## src/sv/cdg_pkg.sv

```systemverilog
// ----------------------------------------------------------------------------
// cdg_pkg: shared types and constants for the camera ray direction generator
// Holds the configuration bundle, sequencer states and the inverse square
// root seed table.
// ----------------------------------------------------------------------------
package cdg_pkg;

    localparam int VEC_BITS      = 21;
    localparam int INV_BITS      = 25;
    localparam int INV_FRAC      = 24;
    localparam int RNG_BITS      = 48;
    localparam int CFG_IDX_BITS  = 3;
    localparam int CFG_DATA_BITS = 63;

    localparam logic [34:0] LCG_MUL = 35'h5DEECE66D;
    localparam logic [47:0] LCG_ADD = 48'hB;

    localparam logic [CFG_IDX_BITS-1:0] REG_FORWARD = 3'd0;
    localparam logic [CFG_IDX_BITS-1:0] REG_RIGHT   = 3'd1;
    localparam logic [CFG_IDX_BITS-1:0] REG_UP      = 3'd2;
    localparam logic [CFG_IDX_BITS-1:0] REG_INV_H   = 3'd3;
    localparam logic [CFG_IDX_BITS-1:0] REG_SEED    = 3'd4;

    localparam logic [INV_BITS-1:0] INV_H_RESET = 25'd65536;

    typedef struct packed {
        logic [CFG_DATA_BITS-1:0] forward;
        logic [CFG_DATA_BITS-1:0] right;
        logic [CFG_DATA_BITS-1:0] up;
        logic [INV_BITS-1:0]      inv_height;
    } cfg_t;

    typedef enum logic [2:0] {
        F_IDLE,
        F_LCG,
        F_JIT,
        F_FILMX,
        F_FILMY,
        F_PUSH
    } front_state_t;

    typedef enum logic [3:0] {
        B_IDLE,
        B_MULR,
        B_MULU,
        B_ACC,
        B_CHECK,
        B_NORM,
        B_SQ,
        B_MANT,
        B_NY2,
        B_NT,
        B_NY,
        B_SCALE,
        B_OUT
    } back_state_t;

    // Q0.16 seed for 1/sqrt, indexed by the top four mantissa bits;
    // indexes below four clamp to the first entry
    function automatic logic [15:0] seed_lookup(input logic [3:0] idx);
        logic [15:0] s;
        case (idx)
            4'd5:    s = 16'd55889;
            4'd6:    s = 16'd51410;
            4'd7:    s = 16'd47861;
            4'd8:    s = 16'd44957;
            4'd9:    s = 16'd42525;
            4'd10:   s = 16'd40450;
            4'd11:   s = 16'd38651;
            4'd12:   s = 16'd37073;
            4'd13:   s = 16'd35673;
            4'd14:   s = 16'd34421;
            4'd15:   s = 16'd33292;
            default: s = 16'd61788;
        endcase
        return s;
    endfunction

endpackage

```

## src/sv/cdg_front.sv

```systemverilog
// ----------------------------------------------------------------------------
// cdg_front: request intake, jitter generator and film offsets
// Accepts a pixel request, steps the 48-bit generator when jitter is asked
// for and forms the two film offsets for the back end.
// ----------------------------------------------------------------------------
module cdg_front
    import cdg_pkg::*;
#(
    parameter int COORD_BITS = 12,
    parameter int FRAC_BITS  = 18,
    parameter int UW         = COORD_BITS + FRAC_BITS + 4
)
(
    input  logic                  clk,
    input  logic                  rst_n,
    input  logic                  in_valid,
    output logic                  in_stall,
    input  logic [COORD_BITS-1:0] pixel_x,
    input  logic [COORD_BITS-1:0] pixel_y,
    input  logic                  use_jitter,
    input  logic [INV_BITS-1:0]   inv_height,
    input  logic                  seed_load,
    input  logic [RNG_BITS-1:0]   seed_value,
    input  logic                  q_full,
    output logic                  q_push,
    output logic signed [UW-1:0]  q_ux,
    output logic signed [UW-1:0]  q_uy
);

    localparam int JW = INV_BITS + 1;
    localparam int QW = COORD_BITS + 28;

    front_state_t state_reg, state_next;

    logic [RNG_BITS-1:0]   rng_reg;
    logic [RNG_BITS-1:0]   acc_reg;
    logic [1:0]            k_reg;
    logic                  which_reg;
    logic [COORD_BITS-1:0] px_reg, py_reg;
    logic signed [JW-1:0]  jx_reg, jy_reg;
    logic signed [UW-1:0]  ux_reg, uy_reg;

    logic [50:0]          lcg_prod;
    logic [RNG_BITS-1:0]  lcg_term;
    logic [RNG_BITS-1:0]  acc_sum;
    logic [48:0]          jit_prod;
    logic signed [JW-1:0] jit_val;
    logic [COORD_BITS:0]  odd_p;
    logic signed [JW-1:0] film_j;
    logic [COORD_BITS+INV_BITS:0] film_prod;
    logic signed [QW-1:0] film_q;

    // one 16-bit slice of the state per cycle against the multiplier
    assign lcg_prod = rng_reg[{k_reg, 4'd0} +: 16] * LCG_MUL;
    assign lcg_term = lcg_prod[RNG_BITS-1:0] << {k_reg, 4'd0};
    assign acc_sum  = acc_reg + lcg_term;

    assign jit_prod = rng_reg[47:24] * inv_height;
    assign jit_val  = $signed({1'b0, jit_prod[48:24]}) - $signed({2'b00, inv_height[24:1]});

    assign odd_p     = (state_reg == F_FILMX) ? {px_reg, 1'b1} : {py_reg, 1'b1};
    assign film_j    = (state_reg == F_FILMX) ? jx_reg : jy_reg;
    assign film_prod = odd_p * inv_height;
    assign film_q    = $signed({2'b00, film_prod}) - $signed(QW'(1) <<< INV_FRAC)
                     + QW'(film_j);

    always_comb
    begin
        state_next = state_reg;
        case (state_reg)
            F_IDLE:
                if (in_valid)
                begin
                    state_next = use_jitter ? F_LCG : F_FILMX;
                end
            F_LCG:
                if (k_reg == 2'd2)
                begin
                    state_next = F_JIT;
                end
            F_JIT:   state_next = which_reg ? F_FILMX : F_LCG;
            F_FILMX: state_next = F_FILMY;
            F_FILMY: state_next = F_PUSH;
            F_PUSH:
                if (!q_full)
                begin
                    state_next = F_IDLE;
                end
            default: state_next = F_IDLE;
        endcase
    end

    always_comb
    begin
        in_stall = (state_reg != F_IDLE);
        q_push   = (state_reg == F_PUSH) && !q_full;
    end

    always_ff @(posedge clk or negedge rst_n)
    begin
        if (!rst_n)
        begin
            state_reg <= F_IDLE;
            rng_reg   <= '0;
        end
        else
        begin
            state_reg <= state_next;
            if (seed_load)
            begin
                rng_reg <= seed_value;
            end
            else if (state_reg == F_LCG && k_reg == 2'd2)
            begin
                rng_reg <= acc_sum;
            end
        end
    end

    always_ff @(posedge clk)
    begin
        case (state_reg)
            F_IDLE:
            begin
                px_reg    <= pixel_x;
                py_reg    <= pixel_y;
                jx_reg    <= '0;
                jy_reg    <= '0;
                which_reg <= 1'b0;
                k_reg     <= 2'd0;
                acc_reg   <= LCG_ADD;
            end
            F_LCG:
            begin
                acc_reg <= acc_sum;
                k_reg   <= k_reg + 2'd1;
            end
            F_JIT:
            begin
                if (which_reg)
                begin
                    jy_reg <= jit_val;
                end
                else
                begin
                    jx_reg <= jit_val;
                end
                which_reg <= 1'b1;
                k_reg     <= 2'd0;
                acc_reg   <= LCG_ADD;
            end
            F_FILMX: ux_reg <= film_q[QW-1:INV_FRAC-FRAC_BITS];
            F_FILMY: uy_reg <= film_q[QW-1:INV_FRAC-FRAC_BITS];
            default: ;
        endcase
    end

    assign q_ux = ux_reg;
    assign q_uy = uy_reg;

endmodule

```

## config.mk

```make
export PLATFORM = sky130hd
export DESIGN_NAME = cdg_front
export DESIGN_NICKNAME = d
export VERILOG_FILES = /design/src/sv/cdg_pkg.sv /design/src/sv/cdg_front.sv
export SDC_FILE = /design/constraint.sdc
export NUM_CORES = 2
export LEC_CHECK = 0
export BUFFER_PORTS_ARGS = -buffer_cell sky130_fd_sc_hd__buf_2
export CAP_MARGIN = 20
export CORE_MARGIN = 2
export CORE_UTILIZATION = 60
export CTS_BUF_LIST = sky130_fd_sc_hd__clkbuf_8
export DETAILED_ROUTE_END_ITERATION = 8
export GPL_TIMING_DRIVEN = 0
export MAX_ROUTING_LAYER = met4
export PLACE_DENSITY = 0.77
export SYNTH_ARGS = -nofsm -noshare
export SYNTH_HDL_FRONTEND = slang
export SYNTH_SLANG_ARGS = --single-unit
```

## constraint.sdc

```tcl
create_clock -name clk -period 16.3 [get_ports clk]
set_input_delay 0.815 -clock clk [delete_from_list [all_inputs] [get_ports clk]]
set_output_delay 0.815 -clock clk [all_outputs]
set_load 0.01 [all_outputs]
```

Yosys cells after proc, flatten, opt, wreduce, memory -nomap -nowiden. Cells that the tools add are included. W data, S select, Z words.

Bits in registers: 246. Bits in latches: 0. RAM bits: 0. ROM bits: 0. Input bits: 103. Output and inout bits: 70. Word-level logic and storage cells: 61. Memories kept: 0.

Add/subtract/negate cells: 5. $mul: 3. Divide/modulo/power cells: 0. $lt $le $gt $ge: 0. Eq/ne operators: 11. Shifts and indexed selects: 2. Mux-type cells: 17. Bitwise gates (word level): 0. Reductions and logical operators: 12.

Operators with widths (count): $pmux W26 S2 (2); $mux W48 (2); $pmux W48 S2 (1); $mux W26 (3); $mul A24 B25 Y49 (1); $add A48 B48 Y48 (1); $mul A16 B35 Y48 const B (1); $shiftx A48 B7 Y16 (1); $shl A48 B6 Y48 (1); $add A39 B26 Y40 (1); $sub A38 B25 Y39 const B (1); $mul A13 B25 Y38 (1); $sub A25 B24 Y26 (1); $pmux W3 S6 (1); $mux W13 (1); $ne A2 B2 Y1 const B (5); $mux W3 (3); $eq A3 B2 Y1 const B (2); $eq A3 B3 Y1 const B (2); $reduce_bool A2 Y1 (3); $mux W2 (2); $pmux W2 S2 (1); $reduce_and A2 Y1 (2); $eq A3 B1 Y1 const B (1); other kinds (9) (10).

Longest topological paths before layout.
Depth after elaboration: 6. Gate-level depth with buffers: 41. Gate-level depth less buffers: 38.

Least setup slack after synthesis. No wires, ideal clock.

Kind: register -> register. Start: register k_reg[0]. End: register acc_reg[47] (data pin). Setup time: 0.266 ns. Arrival: 9.273 ns. Data required time: 16.034 ns. Path slack: 6.761 ns. Cell stages (with the launch flop): 38. Buffers on the path: 3. Period minus slack after synthesis: 9.539 ns. Cells stage by stage: edfxtp_1 -> buf_1 -> buf_1 -> mux2i_1 -> o21ai_0 -> fa_1 -> fa_1 -> inv_1 -> fa_1 -> inv_1 -> fa_1 -> fa_1 -> inv_1 -> fa_1 -> inv_1 -> ha_1 -> nand4_1 -> or2_2 -> [2 not listed] -> a31o_2 -> o21ai_0 -> nand3_1 -> or3_1 -> a31oi_1 -> a2bb2oi_1 -> ha_1 -> clkbuf_1 -> a21oi_1 -> nor2b_1 -> o21ai_0 -> nand2b_1 -> a221o_1 -> a21oi_1 -> o21ai_0 -> xnor2_1 -> xnor2_1 -> nor2_1.

Longest elaborated chain between the ends: 5.

Ends and longest elaborated chain: start, declared (line cdg_front.sv:37) `logic [1:0] k_reg;`; start signal, assigned (line cdg_front.sv:136) `k_reg <= k_reg + 2'd1;`; $shiftx A48 B7 Y16 (line cdg_front.sv:54) `assign lcg_prod = rng_reg[{k_reg, 4'd0} +: 16] * LCG_MUL;`; $mul A16 B35 Y48 (line cdg_front.sv:54); $shl A48 B6 Y48 * (line cdg_front.sv:55) `assign lcg_term = lcg_prod[RNG_BITS-1:0] << {k_reg, 4'd0};`; $add A48 B48 Y48 * (line cdg_front.sv:56) `assign acc_sum = acc_reg + lcg_term;`; $pmux W48 S2 * (line cdg_front.sv:122) `case (state_reg)`; end signal, assigned (line cdg_front.sv:135) `acc_reg <= acc_sum;`; end, declared (line cdg_front.sv:36) `logic [RNG_BITS-1:0] acc_reg;`.

Every way passes the cells marked *; elsewhere a longest branch is shown, timed or not. A chain may end at the register's enable or synchronous reset.

Worst setup path after layout.
Start: register k_reg[0]. End: register acc_reg[38] (data pin).

Same word-level chain as after synthesis.

==> summary.md <==
* result of the run: completed
* kind of capture point of the worst setup path: flip-flop
* routed wire length: 168,600 µm
* global router's overall resource usage: 38.98%
* hold-fix buffer count after cts: 0
* max capacitance violation total: 0
* total met2 wirelength after detailed routing: 75,250 µm
* DRT met1 WL: 65,410 µm
* Max Freq: 82.48 MHz
* Crit path required time: 16.67 ns
* count of buffers inserted at the top-level ports: 169
* NumNets Final: 7,777
* area inside the core boundary: 0.08865 mm²
* cell with the biggest individual delay on the critical path: sky130_fd_sc_hd__o311ai_0
* final estimated routing congestion in global placement: 1.036
* post-synthesis cell count: 5,889
* fraction of layout instances using a drive strength above 1: 4.634%
* Post-synth EDFFs: 195
* Die Ht: 303.4 µm
* Top Layer Used: met4
* DRT iter0 DRCs: 4,039
* Initial Utilization: 60.66%
* sequential-to-total area share from yosys stat: 13.26%
* met3 routed wirelength: 18,770 µm
* total die area: 0.09203 mm²
* Hold WS: 0.1333 ns
* cells on worst reg2reg path: 38
* CTS tree: built
* count of final setup violators: 0
* YS warnings: 0
* final-report hold violation count: 0
* Max-slew headroom: 26.74%
* via count of the first global-routing pass: 44,140
* synth-to-layout area growth: 6.513%
* leading post-synthesis cells by cell area: sky130_fd_sc_hd__fa_1 (37%), sky130_fd_sc_hd__ha_1 (13%), sky130_fd_sc_hd__edfxtp_1 (11%)
* total gr overflow: 0
* share of the core filled with cells in the final layout: 64.61%
* average cell area after synthesis: 9.131 µm²
* cell row count: 109
* delay of the slowest cell on the worst path: 0.76 ns
* Die Wd: 303.4 µm
* class of the tightest hold or removal check: primary input to async pin
* largest net degree at the start of global routing: 35
* critical path launch point: k_reg[0]$_SDFFCE_PP0P_
* share of async-settable or async-resettable flops after synthesis: 20.73%
* Worst Skew: 0.04875 ns
* via count of the routed design: 42,500
* CTS max path bufs: 3
* Crit Path Class: flip-flop to flip-flop
* Reg2Reg Setup Slack: 4.18 ns
* top flip-flop cell by instance count after synthesis: sky130_fd_sc_hd__edfxtp_1
* wire length per cell: 23.02 µm
* final number of max-transition violations: 0
* global-route wire length before repair: 259,200 µm
* I/O pin count: 173
* Max FO, Critical Path: 10
* Synth top area share: 36.71%
* Critical R2R Capture: acc_reg[38]$_SDFFCE_PP0P_
* number of buffers added by the clock tree synthesis step: 41
* post-cts repair resize count: 0
* number of nets in the synthesized netlist: 7,547
* post-synthesis sequential element count: 246
* biggest area consumer among synthesized cells: sky130_fd_sc_hd__fa_1
* Via density: 5.804
* category of the worst setup path launch point: flip-flop
* maximum level of the CTS H-tree: 2
* root buf cell: sky130_fd_sc_hd__clkbuf_8
* buffers inserted during post-CTS setup optimization: 0
* number of distinct library cells after synthesis: 71
* detailed placement HPWL: 143,000 µm
* post-route clock period utilization: 74.38%
* worst r2r src: k_reg[0]$_SDFFCE_PP0P_
* unrepaired setup endpoints after global routing: no
* Final ANT Viol Nets: 0
* post-synthesis instance area: 0.05377 mm²
* final critical delay including setup and external delays: 12.12 ns
* residual DRC count: 0
* measured slew at the worst slew-check pin: 1.068 ns
* Arrival @ worst endpoint: 12.50 ns
* antenna violations before repair: 8
* total negative slack for setup checks: 0 ns
* clock net sink count: 246
* post-CTS clock slew at the launch and capture registers of the worst setup and hold paths: 0.07 ns
* first drt pass iteration count: 8
* source-to-sink clock delay at the later pin of the worst-skew pair: 0.65 ns
==> cell type report <==
type,count,area (µm²)
plain buffers,248,933.4
repair buffers,187,1121
inverters,1221,4583
diodes,7,17.52
clock buffers,49,674.4
multi-input cells,4174,41180
fillers,7500,31370
well taps,1165,1458
clock inverters,25,177.7
flip-flops and latches,246,7132
==> cells by family (layout without fill, tap and decap cells) <==
| group | Yosys count | in the layout | synth area share, % |
|---|---|---|---|
| AOI/OAI and AO/OA | 691 | 691 | 8.104 |
| other | 0 | 7 | 0 |
| and+or+nand+nor | 1705 | 1705 | 14.70 |
| DFF | 246 | 246 | 13.26 |
| adders and majority gates | 1555 | 1555 | 49.95 |
| xor gates and xnor gates | 181 | 181 | 2.948 |
| buffers and inverters | 1469 | 1730 | 10.26 |
| muxes | 42 | 42 | 0.7841 |
==> per-stage QoR <==
step | setup slack [ns] | std cells | cell area, µm²
global placement | 3.651 | 7223 | 56080
CTS | 4.534 | 7312 | 57210
global route | 3.533 | 7321 | 57270
floorplan | 6.761 | 5889 | 53770
finish | 4.175 | 7322 | 57270
detailed placement | 3.930 | 7238 | 56360
==> cell usage after synthesis (65+ instances only) <==
library cell and n:
sky130_fd_sc_hd__xnor2_1 116, sky130_fd_sc_hd__xor2_1 65, sky130_fd_sc_hd__ha_1 569, sky130_fd_sc_hd__fa_1 986, sky130_fd_sc_hd__clkbuf_1 237, sky130_fd_sc_hd__a21oi_1 200
sky130_fd_sc_hd__edfxtp_1 195, sky130_fd_sc_hd__o21ai_0 181, sky130_fd_sc_hd__nand2_1 795, sky130_fd_sc_hd__inv_1 1221, sky130_fd_sc_hd__and2_1 373, sky130_fd_sc_hd__nor2_1 292
sky130_fd_sc_hd__a21o_1 80
==> worst max-delay path: cells and delay by family (launching register included) <==
family	cells	cell delay, ns
AOI/OAI and AO/OA	10	3.04
and+or+nand+nor	7	1.20
adders and majority gates	8	3.79
DFF	1	0.38
muxes	2	0.40
xor gates and xnor gates	2	0.74
buffers and inverters	9	2.30
==> metal layers <==
layer | vias up | track usage, %
li1 | 18760 | -
met1 | 21000 | 50.10
met2 | 2250 | 59.22
met3 | 495 | 9.310
met4 | 0 | 16.96
met5 | - | -
==> cell usage in the layout, fill, tap and decap left out, drive strengths merged, types with 46 or more instances in the layout <==
cell type | netlist | routed
inv | 1221 | 1231
and2 | 373 | 373
nor2 | 292 | 292
a21o | 80 | 80
xnor2 | 116 | 116
clkbuf | 237 | 288
nand2 | 795 | 795
buf | 11 | 196
a21oi | 202 | 202
edfxtp | 195 | 195
nor3 | 46 | 46
dfrtp | 51 | 51
fa | 986 | 986
ha | 569 | 569
xor2 | 65 | 65
o21ai | 181 | 181
==> how the worst max path moves through the flow <==
stage / end / slack [ns] / depth (start not counted)
2_1_floorplan: acc_reg[47]$_SDFFCE_PP0P_ / 6.76 / 37
3_3_place_gp: jx_reg[25]$_DFFE_PP_ / 3.65 / 31
3_5_place_dp: jx_reg[25]$_DFFE_PP_ / 3.93 / 30
4_1_cts: acc_reg[38]$_SDFFCE_PP0P_ / 4.53 / 38
5_1_grt: acc_reg[38]$_SDFFCE_PP0P_ / 3.53 / 38
6_report: acc_reg[38]$_SDFFCE_PP0P_ / 4.18 / 38
Power is not shown: default switching activity piles up to over one toggle a cycle in this logic, so the estimate is an artifact.
