**config.mk**
```make
export PLATFORM = sky130hd
export DESIGN_NAME = cdg_queue
export DESIGN_NICKNAME = d
export VERILOG_FILES = /design/src/sv/cdg_pkg.sv /design/src/sv/cdg_queue.sv
export SDC_FILE = /design/constraint.sdc
export NUM_CORES = 1
export LEC_CHECK = 0
export BUFFER_PORTS_ARGS = -buffer_cell sky130_fd_sc_hd__buf_2
export CORE_UTILIZATION = 52
export CTS_CLUSTER_SIZE = 40
export DETAILED_ROUTE_END_ITERATION = 10
export GPL_TIMING_DRIVEN = 0
export PLACE_DENSITY = 0.78
export SETUP_SLACK_MARGIN = 0.4
export SYNTH_ARGS = -nofsm -noshare
export SYNTH_HDL_FRONTEND = slang
export SYNTH_SLANG_ARGS = --single-unit
```
**constraint.sdc**
```tcl
create_clock -name clk -period 5.4 [get_ports clk]
set_clock_uncertainty 0.05 [all_clocks]
set_input_delay 0.54 -clock clk [delete_from_list [all_inputs] [get_ports clk]]
set_output_delay 0.54 -clock clk [all_outputs]
set_load 0.01 [all_outputs]
```
**src/sv/cdg_pkg.sv**
```systemverilog
// ----------------------------------------------------------------------------
// cdg_pkg: shared types and constants for the camera ray direction generator
// Holds the configuration bundle, sequencer states and the inverse square
// root seed table.
// ----------------------------------------------------------------------------
package cdg_pkg;

    localparam int VEC_BITS      = 21;
    localparam int INV_BITS      = 25;
    localparam int INV_FRAC      = 24;
    localparam int RNG_BITS      = 48;
    localparam int CFG_IDX_BITS  = 3;
    localparam int CFG_DATA_BITS = 63;

    localparam logic [34:0] LCG_MUL = 35'h5DEECE66D;
    localparam logic [47:0] LCG_ADD = 48'hB;

    localparam logic [CFG_IDX_BITS-1:0] REG_FORWARD = 3'd0;
    localparam logic [CFG_IDX_BITS-1:0] REG_RIGHT   = 3'd1;
    localparam logic [CFG_IDX_BITS-1:0] REG_UP      = 3'd2;
    localparam logic [CFG_IDX_BITS-1:0] REG_INV_H   = 3'd3;
    localparam logic [CFG_IDX_BITS-1:0] REG_SEED    = 3'd4;

    localparam logic [INV_BITS-1:0] INV_H_RESET = 25'd65536;

    typedef struct packed {
        logic [CFG_DATA_BITS-1:0] forward;
        logic [CFG_DATA_BITS-1:0] right;
        logic [CFG_DATA_BITS-1:0] up;
        logic [INV_BITS-1:0]      inv_height;
    } cfg_t;

    typedef enum logic [2:0] {
        F_IDLE,
        F_LCG,
        F_JIT,
        F_FILMX,
        F_FILMY,
        F_PUSH
    } front_state_t;

    typedef enum logic [3:0] {
        B_IDLE,
        B_MULR,
        B_MULU,
        B_ACC,
        B_CHECK,
        B_NORM,
        B_SQ,
        B_MANT,
        B_NY2,
        B_NT,
        B_NY,
        B_SCALE,
        B_OUT
    } back_state_t;

    // Q0.16 seed for 1/sqrt, indexed by the top four mantissa bits;
    // indexes below four clamp to the first entry
    function automatic logic [15:0] seed_lookup(input logic [3:0] idx);
        logic [15:0] s;
        case (idx)
            4'd5:    s = 16'd55889;
            4'd6:    s = 16'd51410;
            4'd7:    s = 16'd47861;
            4'd8:    s = 16'd44957;
            4'd9:    s = 16'd42525;
            4'd10:   s = 16'd40450;
            4'd11:   s = 16'd38651;
            4'd12:   s = 16'd37073;
            4'd13:   s = 16'd35673;
            4'd14:   s = 16'd34421;
            4'd15:   s = 16'd33292;
            default: s = 16'd61788;
        endcase
        return s;
    endfunction

endpackage

```
**src/sv/cdg_queue.sv**
```systemverilog
// ----------------------------------------------------------------------------
// cdg_queue: two-entry queue between front and back end
// Holds film offset pairs so each side can stall on its own.
// ----------------------------------------------------------------------------
module cdg_queue
    import cdg_pkg::*;
#(
    parameter int WIDTH = 68
)
(
    input  logic             clk,
    input  logic             rst_n,
    input  logic             push,
    input  logic [WIDTH-1:0] data_in,
    output logic             full,
    input  logic             pop,
    output logic [WIDTH-1:0] data_out,
    output logic             empty
);

    logic [WIDTH-1:0] mem_reg [2];
    logic             wr_ptr_reg, rd_ptr_reg;
    logic [1:0]       count_reg;

    assign full     = (count_reg == 2'd2);
    assign empty    = (count_reg == 2'd0);
    assign data_out = mem_reg[rd_ptr_reg];

    always_ff @(posedge clk or negedge rst_n)
    begin
        if (!rst_n)
        begin
            wr_ptr_reg <= 1'b0;
            rd_ptr_reg <= 1'b0;
            count_reg  <= 2'd0;
        end
        else
        begin
            if (push)
            begin
                wr_ptr_reg <= ~wr_ptr_reg;
            end
            if (pop)
            begin
                rd_ptr_reg <= ~rd_ptr_reg;
            end
            if (push && !pop)
            begin
                count_reg <= count_reg + 2'd1;
            end
            else if (pop && !push)
            begin
                count_reg <= count_reg - 2'd1;
            end
        end
    end

    always_ff @(posedge clk)
    begin
        if (push)
        begin
            mem_reg[wr_ptr_reg] <= data_in;
        end
    end

endmodule

```
# [Yosys cells after proc, flatten, opt, wreduce, memory -nomap -nowiden]
# Memories as Yosys holds them, arrays and structs flattened.
# Index checks and enable logic that the tools add are counted.
[word_totals] ff_bits=4 ramBits=136 word_cells=19 n_memories=1
[classes] n_addsub=2 n_eq_ne=1 muxes=4 n_bitwise=2 n_reduce_logical=6
[mem_list] name="mem_reg" words=2 word_bits=68 read_ports=1 rd_ports_with_merged_regs=0 write_ports=1 line_no="cdg_queue.sv:21" source="logic [WIDTH-1:0] mem_reg [2];"
[op_table] op="two-way mux 2 bit" count=2
[op_table] op="adder 2 x 1 -> 2 bit, second input constant" count=1
[op_table] op="equality test 2 bit, second input constant" count=1
[op_table] op="logical AND 1 bit" count=2
[op_table] op="logical NOT 1 bit" count=2
[op_table] op="logical NOT 2 bit" count=1
[op_table] op="two-way mux 1 bit" count=2
[op_table] op="inverter 1 bit" count=2
[op_table] op="nonzero test 2 bit" count=1
[op_table] op="subtractor 2 x 1 -> 2 bit, second input constant" count=1

# [Logic depth before layout (Yosys ltp)]
# Gate-level depths: netlist (run 1).
[depth] depth_word=4 depth_mapped=5

# [Worst setup path before layout (run 1)]
# Ideal clock, no wire load.
[synth_path] path_kind="input port to flip-flop" from="input push" to="memory mem_reg[0][0] (enable)" arrival_ps=3525 t_required_ps=4847 slack_ps=1322 stages=1 cell_sequence="nor2b_1"
[synth_via] elab_chain_len=2
[synth_rtl] item="start, declared" line_no="cdg_queue.sv:13" source="input logic push,"
[synth_rtl] item="two-way mux 1 bit" line_no="cdg_queue.sv:60" source="if (push)"
[synth_rtl] item="two-way mux 1 bit (implied by the code)" line_no="cdg_queue.sv:62" source="mem_reg[wr_ptr_reg] <= data_in;"
[synth_rtl] item="end, declared" line_no="cdg_queue.sv:21"
# Every way passes these cells.

# [Final worst setup path (run 1)]
[layout_path] from="register rd_ptr_reg" to="output data_out[44]"
[layout_via] elab_chain_len=1
[layout_rtl] item="start, declared" line_no="cdg_queue.sv:22" source="logic wr_ptr_reg, rd_ptr_reg;"
[layout_rtl] item="start signal, assigned" line_no="cdg_queue.sv:45" source="rd_ptr_reg <= ~rd_ptr_reg;"
[layout_rtl] item="memory (2 x 68 bit)"
[layout_rtl] item="end, declared" line_no="cdg_queue.sv:17" source="output logic [WIDTH-1:0] data_out,"
# Every way passes these cells.

==> results of run 1 <==
## routing by layer
metal	up-vias	wire (microns)
met5	-	0
met4	0	137
met3	11	407
met2	81	4540
met1	1290	3390
li1	1232	-
## how the worst max path moves through the flow
stage | start | end | slack (ns)
floorplan | push | mem_reg[0][0] | 1.32
global placement | push | mem_reg[0][40] | -0.50
detailed placement | rd_ptr_reg | data_out[44] | 3.58
CTS | rd_ptr_reg | data_out[44] | 3.03
global route | rd_ptr_reg | data_out[26] | 2.96
finish | rd_ptr_reg | data_out[44] | 3.07
## kinds of logic (layout without fill, tap and decap cells)
group	after synthesis	in the layout	synth area share [%]
xor gates and xnor gates	5	5	0.853
adders and majority gates	1	1	0.244
buffers and inverters	9	185	1.29
DFF	140	140	81.5
muxes	68	68	15.6
and+or+nand+nor	5	5	0.512
## synthesized netlist by cell type
cell                       count  area share [%]
sky130_fd_sc_hd__ha_1          1            0.24
sky130_fd_sc_hd__dfrtp_1       4             1.9
sky130_fd_sc_hd__buf_8         1            0.29
sky130_fd_sc_hd__edfxtp_1    136              80
sky130_fd_sc_hd__mux2_4       10             2.9
sky130_fd_sc_hd__buf_2         5            0.49
sky130_fd_sc_hd__and2_1        1            0.12
sky130_fd_sc_hd__xnor2_1       1            0.17
sky130_fd_sc_hd__inv_1         1           0.073
sky130_fd_sc_hd__nor2_1        2            0.15
sky130_fd_sc_hd__buf_6         2            0.44
sky130_fd_sc_hd__mux2_2       58              13
sky130_fd_sc_hd__xor2_1        4            0.68
sky130_fd_sc_hd__nor2b_1       2            0.24
## through the flow
step | worst slack (ns) | instance area, sq um | total power (uW) | util [%] | cells
5_1_grt | 2.96 | 6680 | 3810 | 71.0 | 533
6_report | 3.07 | 6680 | 3650 | 71.0 | 533
3_3_place_gp | -0.505 | 6000 | 2500 | 63.8 | 498
3_5_place_dp | 3.58 | 6070 | 2530 | 64.5 | 501
2_1_floorplan | 1.32 | 5140 | 2160 | - | 228
4_1_cts | 3.03 | 6680 | 3690 | 71.0 | 533
## area by class of cell
| type | count | area share (%) |
|---|---|---|
| Multi-Input combinational cell | 79 | 13.4 |
| Clock inverter | 14 | 2.75 |
| Buffer | 8 | 0.936 |
| Sequential cell | 140 | 62.6 |
| Inverter | 1 | 0.0562 |
| Clock buffer | 17 | 6.20 |
| Timing Repair Buffer | 145 | 11.6 |
| Tap cell | 129 | 2.42 |
## power by group
group          total, uW  switching (uW)  internal (uW)
Clock               1160             446            713
Sequential          1500            54.2           1440
Combinational        994             505            489
==> summary.txt, run 1 <==
Timing
  – Final hold slack: 0.164 ns
  – Final TNS setup: 0 ns
  – Hold violation total from the final report: 0
  – Setup repair after global routing missed its margin: no
  – Part of the cycle the worst path needs: 43.1%
  – Number of max-slew violations in the final report: 0
  – Final count of negative-setup-slack endpoints: 0
  – Worst-case headroom to the max-slew limit: 72.6%
  – Time the worst path needs with I/O delays and setup: 2.33 ns
  – Transition time at the pin with the least slew margin: 0.412 ns
  – Maximum clock rate: 430 MHz

Final layout
  – Growth of design area from synthesis to finish: 30.1%
  – Layout cell share with drive strength beyond 1: 62.4%
  – # fillers: 632
  – Footprint of the multi-input gates: 896 sq um
  – Number of antenna repair diodes: 0
  – Most common cell after layout, fill and taps aside: sky130_fd_sc_hd__buf_2
  – Register cell area after layout: 4180 sq um
  – Max FFs per register: 136
  – Most frequent cells in the layout: 146 x sky130_fd_sc_hd__buf_2, 136 x sky130_fd_sc_hd__edfxtp_1, 58 x sky130_fd_sc_hd__mux2_2
  – Total Nets Final: 465

Worst hold path
  – Endpoint of the worst hold-timing path: mem_reg[1][3]
  – Worst hold stages: 1
  – Type of the worst min-delay path: input port to flip-flop
  – Source of the worst hold timing path: data_in[3]

Clocking
  – Gates resized, CTS repair: 0
  – Worst-Skew Late Latency: 0.50 ns
  – Maximum buffer depth of the clock tree: 2
  – Total of hold buffers inserted after clock tree synthesis: 1
  – CTS HTree Levels: 4
  – Clk root buf: sky130_fd_sc_hd__clkbuf_8
  – Clock tree sinks: 140
  – Post-CTS Setup Bufs: 0
  – CTS tree: done
  – Num CTS Buffers: 17
  – Clock edge transition at the registers on the reported setup and hold paths: 0.06 ns

Power
  – Static leakage: 0.00260 uW
  – Peak supply drop: 0.294 mV
  – Power density over cell area: 546 nW/um^2

Floorplan
  – Count of boundary I/O pins: 142
  – Die boundary height: 101 microns
  – Total number of placement rows: 35
  – Die Outline Area: 10300 sq um
  – Effective utilization at floorplan: 54.6%
  – Width of the die: 101 microns
  – Floorplan Core Area: 9420 sq um

Critical path
  – Kind of cell with the highest combined delay on the critical path: buffers and inverters
  – CP arrival: 1.74 ns
  – Worst-path fanout max: 10
  – Worst Path Buf+Inv: 4
  – WP depth: 5
  – Flop2flop setup slack: 3.86 ns
  – Standard cell with the maximum stage delay on the critical path: sky130_fd_sc_hd__dfrtp_1
  – Start-to-end type of the worst setup path: flip-flop to primary output
  – Cell seen most often among critical-path stages: sky130_fd_sc_hd__buf_6
  – Data required time at the worst endpoint: 4.81 ns
  – Number of cells on the worst reg-to-reg path: 2
  – Reg2Reg Capture Point: mem_reg[1][37]
  – Cells traversed along the worst timing path: buf_6 -> buf_6 -> buf_8 -> mux2_4 -> buf_2
  – Element type at the critical path start: flip-flop
  – Longest individual stage delay on the worst path: 0.37 ns
  – Worst Setup End Kind: primary output
  – Reg2reg start: wr_ptr_reg

Synth
  – Mapped Nets: 301
  – Cell count after synthesis: 228
  – FF+latch count, synth: 140
  – Post-synthesis area per instance: 22.5 sq um
  – YS warnings: 0
  – Unique masters post-synth: 14
  – Sequential share of the synthesized area: 81.5%
  – Post-Synthesis Cell Area: 5140 sq um

Route
  – Total Wirelength: 8.47 mm
  – ANT nets after route: 0
  – Average wire length per cell after detail routing: 15.9 microns
  – Via/cell ratio: 4.90
  – Drt pass-1 iters: 4
  – DRT iter0 DRCs: 81
  – Post-detailed-route DRC marker count: 0
  – Detailed-route via count: 2614

GRT
  – Global-route wire length before repair: 12.7 mm
  – Antenna violations before repair: 0
  – Pin count of the biggest net entering global routing: 42
  – Number of global-route vias before repair: 2696
  – GR Util met3: 5.73%
  – Met1 Usage GRT: 18.9%
  – Sum of overflow across all layers after global routing: 0
  – Met2 Resource Use GR: 30.4%
  – Layer with the highest usage: met2
  – Overall global routing resource usage: 17.3%

Placed design
  – Last weighted congestion value of the routability-driven placer: 0.704
  – Count of input and output buffers: 141
  – Dpl hpwl: 5.71 mm

Job
  – Number of maximum-capacitance constraint violations: 0

Outcome
  – Status: finished, final reports clean
Note: power is estimated with default switching activity, not from simulation.
==> run 2: changes to the inputs <==
==> constraint.sdc (replaced) <==
create_clock -name clk -period 2.3 [get_ports clk]
set_clock_uncertainty 0.05 [all_clocks]
set_input_delay 0.23 -clock clk [delete_from_list [all_inputs] [get_ports clk]]
set_output_delay 0.23 -clock clk [all_outputs]
set_load 0.01 [all_outputs]
==> summary.txt, run 2 (synthesis results as in run 1) <==
Final layout
  – Growth of design area from synthesis to finish: 47.7%
  – Max FFs per register: 136
  – Design area: 7590 sq um
  – Most common cell after layout, fill and taps aside: sky130_fd_sc_hd__edfxtp_1
  – Number of antenna repair diodes: 0
  – Total Nets Final: 539
  – Most frequent cells in the layout: 136 x sky130_fd_sc_hd__edfxtp_1, 123 x sky130_fd_sc_hd__buf_2, 72 x sky130_fd_sc_hd__dlygate4sd3_1
  – Layout cell share with drive strength beyond 1: 53.4%
  – # fillers: 498

Route
  – Post-detailed-route DRC marker count: 0
  – Drt pass-1 iters: 4
  – Via/cell ratio: 4.84
  – Average wire length per cell after detail routing: 16.6 microns
  – Detailed-route via count: 2940
  – Total Wirelength: 10.1 mm
  – ANT nets after route: 0
  – DRT iter0 DRCs: 57

Timing
  – Final count of negative-setup-slack endpoints: 0
  – Setup repair after global routing missed its margin: yes
  – Maximum clock rate: 495 MHz
  – Hold violation total from the final report: 0
  – Time the worst path needs with I/O delays and setup: 2.02 ns
  – Part of the cycle the worst path needs: 87.9%
  – Min setup slack post-route: 0.278 ns
  – Worst-case headroom to the max-slew limit: 64.2%
  – Number of max-slew violations in the final report: 0
  – Transition time at the pin with the least slew margin: 0.536 ns

Critical path
  – End point of the critical path: data_out[49]
  – Start-to-end type of the worst setup path: flip-flop to primary output
  – Data required time at the worst endpoint: 2.02 ns
  – Number of cells on the worst reg-to-reg path: 2
  – Worst Setup End Kind: primary output
  – Reg2reg start: wr_ptr_reg
  – Element type at the critical path start: flip-flop
  – Worst-path fanout max: 6
  – Reg2Reg Capture Point: mem_reg[1][53]
  – Flop2flop setup slack: 0.68 ns
  – CP arrival: 1.74 ns
  – Launch point of the worst path: rd_ptr_reg

Power
  – Static leakage: 0.00299 uW
  – Peak supply drop: 0.682 mV
  – Power density over cell area: 1190 nW/um^2

GRT
  – Antenna violations before repair: 0
  – Sum of overflow across all layers after global routing: 0
  – Overall global routing resource usage: 20.2%
  – Pin count of the biggest net entering global routing: 39
  – Number of global-route vias before repair: 3085
  – Global-route wire length before repair: 14.8 mm

Placed design
  – Dpl hpwl: 5.70 mm
  – Last weighted congestion value of the routability-driven placer: 0.675
  – Count of input and output buffers: 141
  – Area of placed instances: 6070 sq um
  – Placement Setup Slack: 0.715 ns

Clocking
  – Num CTS Buffers: 17
  – Clock edge transition at the registers on the reported setup and hold paths: 0.07 ns
  – CTS tree: done
  – Worst-Skew Late Latency: 0.50 ns
  – CTS HTree Levels: 4
  – Clk root buf: sky130_fd_sc_hd__clkbuf_8
  – Maximum buffer depth of the clock tree: 2
  – Clock tree sinks: 140

Worst hold path
  – Type of the worst min-delay path: input port to flip-flop
  – Worst hold stages: 2

Outcome
  – Status: finished, final reports clean

Job
  – Number of maximum-capacitance constraint violations: 0

Floorplan
  – Die boundary height: 101 microns
  – Width of the die: 101 microns
  – Die Outline Area: 10300 sq um
  – Effective utilization at floorplan: 54.6%
  – Count of boundary I/O pins: 142
  – Floorplan Core Area: 9420 sq um
  – Total number of placement rows: 35
-- run 2: cell count changes in the layout (fill, tap and decap cells not counted), moves of 2 or more --
cell and delta:
sky130_fd_sc_hd__buf_12 +2, sky130_fd_sc_hd__buf_6 +18, sky130_fd_sc_hd__buf_2 -23, sky130_fd_sc_hd__buf_4 +5, sky130_fd_sc_hd__mux2_4 +7, sky130_fd_sc_hd__mux2_2 -7, sky130_fd_sc_hd__dlygate4sd3_1 +71
-- run 2: metrics by stage --
step	hold slack (ns)	util (%)	power (uW)	TNS [ns]	std cells
after floorplan	-0.116	-	5050	0	228
after global placement	-0.0131	63.9	5840	-9.16	498
after detailed placement	-0.00840	64.5	5940	0	501
after CTS	0.364	79.7	8900	0	607
after global routing	0.372	80.6	9390	0	608
final	0.395	80.6	9010	0	608
-- run 2: final cells by class --
| type | instances | area, sq um | share of cell area, % |
|---|---|---|---|
| sequential | 140 | 4180 | 55.1 |
| buffer | 8 | 83.8 | 1.10 |
| multi-input combinational | 79 | 922 | 12.2 |
| inverter | 1 | 3.75 | 0.0495 |
| clock buffer | 18 | 418 | 5.51 |
| clock inverter | 14 | 160 | 2.11 |
| tap | 129 | 161 | 2.13 |
| timing repair buffer | 219 | 1660 | 21.8 |
-- run 2: power breakdown --
part | total [uW] | leakage, uW | switching, uW | internal, uW
registers | 3530 | 0.00132 | 142 | 3390
clock network | 2630 | 0.000275 | 1070 | 1570
logic | 2850 | 0.00139 | 1310 | 1540
total | 9010 | 0.00299 | 2520 | 6490
-- run 2: worst max-delay path: stages, from the launching register on --
cell,delay (ns)
sky130_fd_sc_hd__dfrtp_1,0.37
sky130_fd_sc_hd__buf_6,0.14
sky130_fd_sc_hd__buf_8,0.14
sky130_fd_sc_hd__clkbuf_16,0.16
sky130_fd_sc_hd__mux2_4,0.30
sky130_fd_sc_hd__buf_6,0.12
-- run 2: how the worst min path moves through the flow --
stage           startpoint             end  slack, ns
2_1_floorplan        rst_n    count_reg[0]      -0.12
3_3_place_gp         rst_n    count_reg[1]      -0.01
3_5_place_dp         rst_n    count_reg[1]     -0.008
4_1_cts         data_in[4]   mem_reg[0][4]       0.36
5_1_grt        data_in[34]  mem_reg[0][34]       0.37
6_report        data_in[5]   mem_reg[0][5]       0.39
-- run 2: layer usage --
layer	routed length, microns	vias to the layer above	GRT usage [%]	share of wire, %
met4	123	0	8.47	1.2
met3	518	8	6.42	5.1
li1	-	1383	-	-
met5	0	-	0	0
met1	3970	1448	21.6	39
met2	5470	101	36.8	54
-- run 2: timing repair --
item | in CTS | in global routing
setup endpoints to repair | 68 | 68
hold endpoints to repair | 142 | 0
pin swaps | 0 | 0
buffers inserted | 2 | 0
resized for setup | 20 | 14
hold buffers | 72 | 0
cloned | 0 | 1
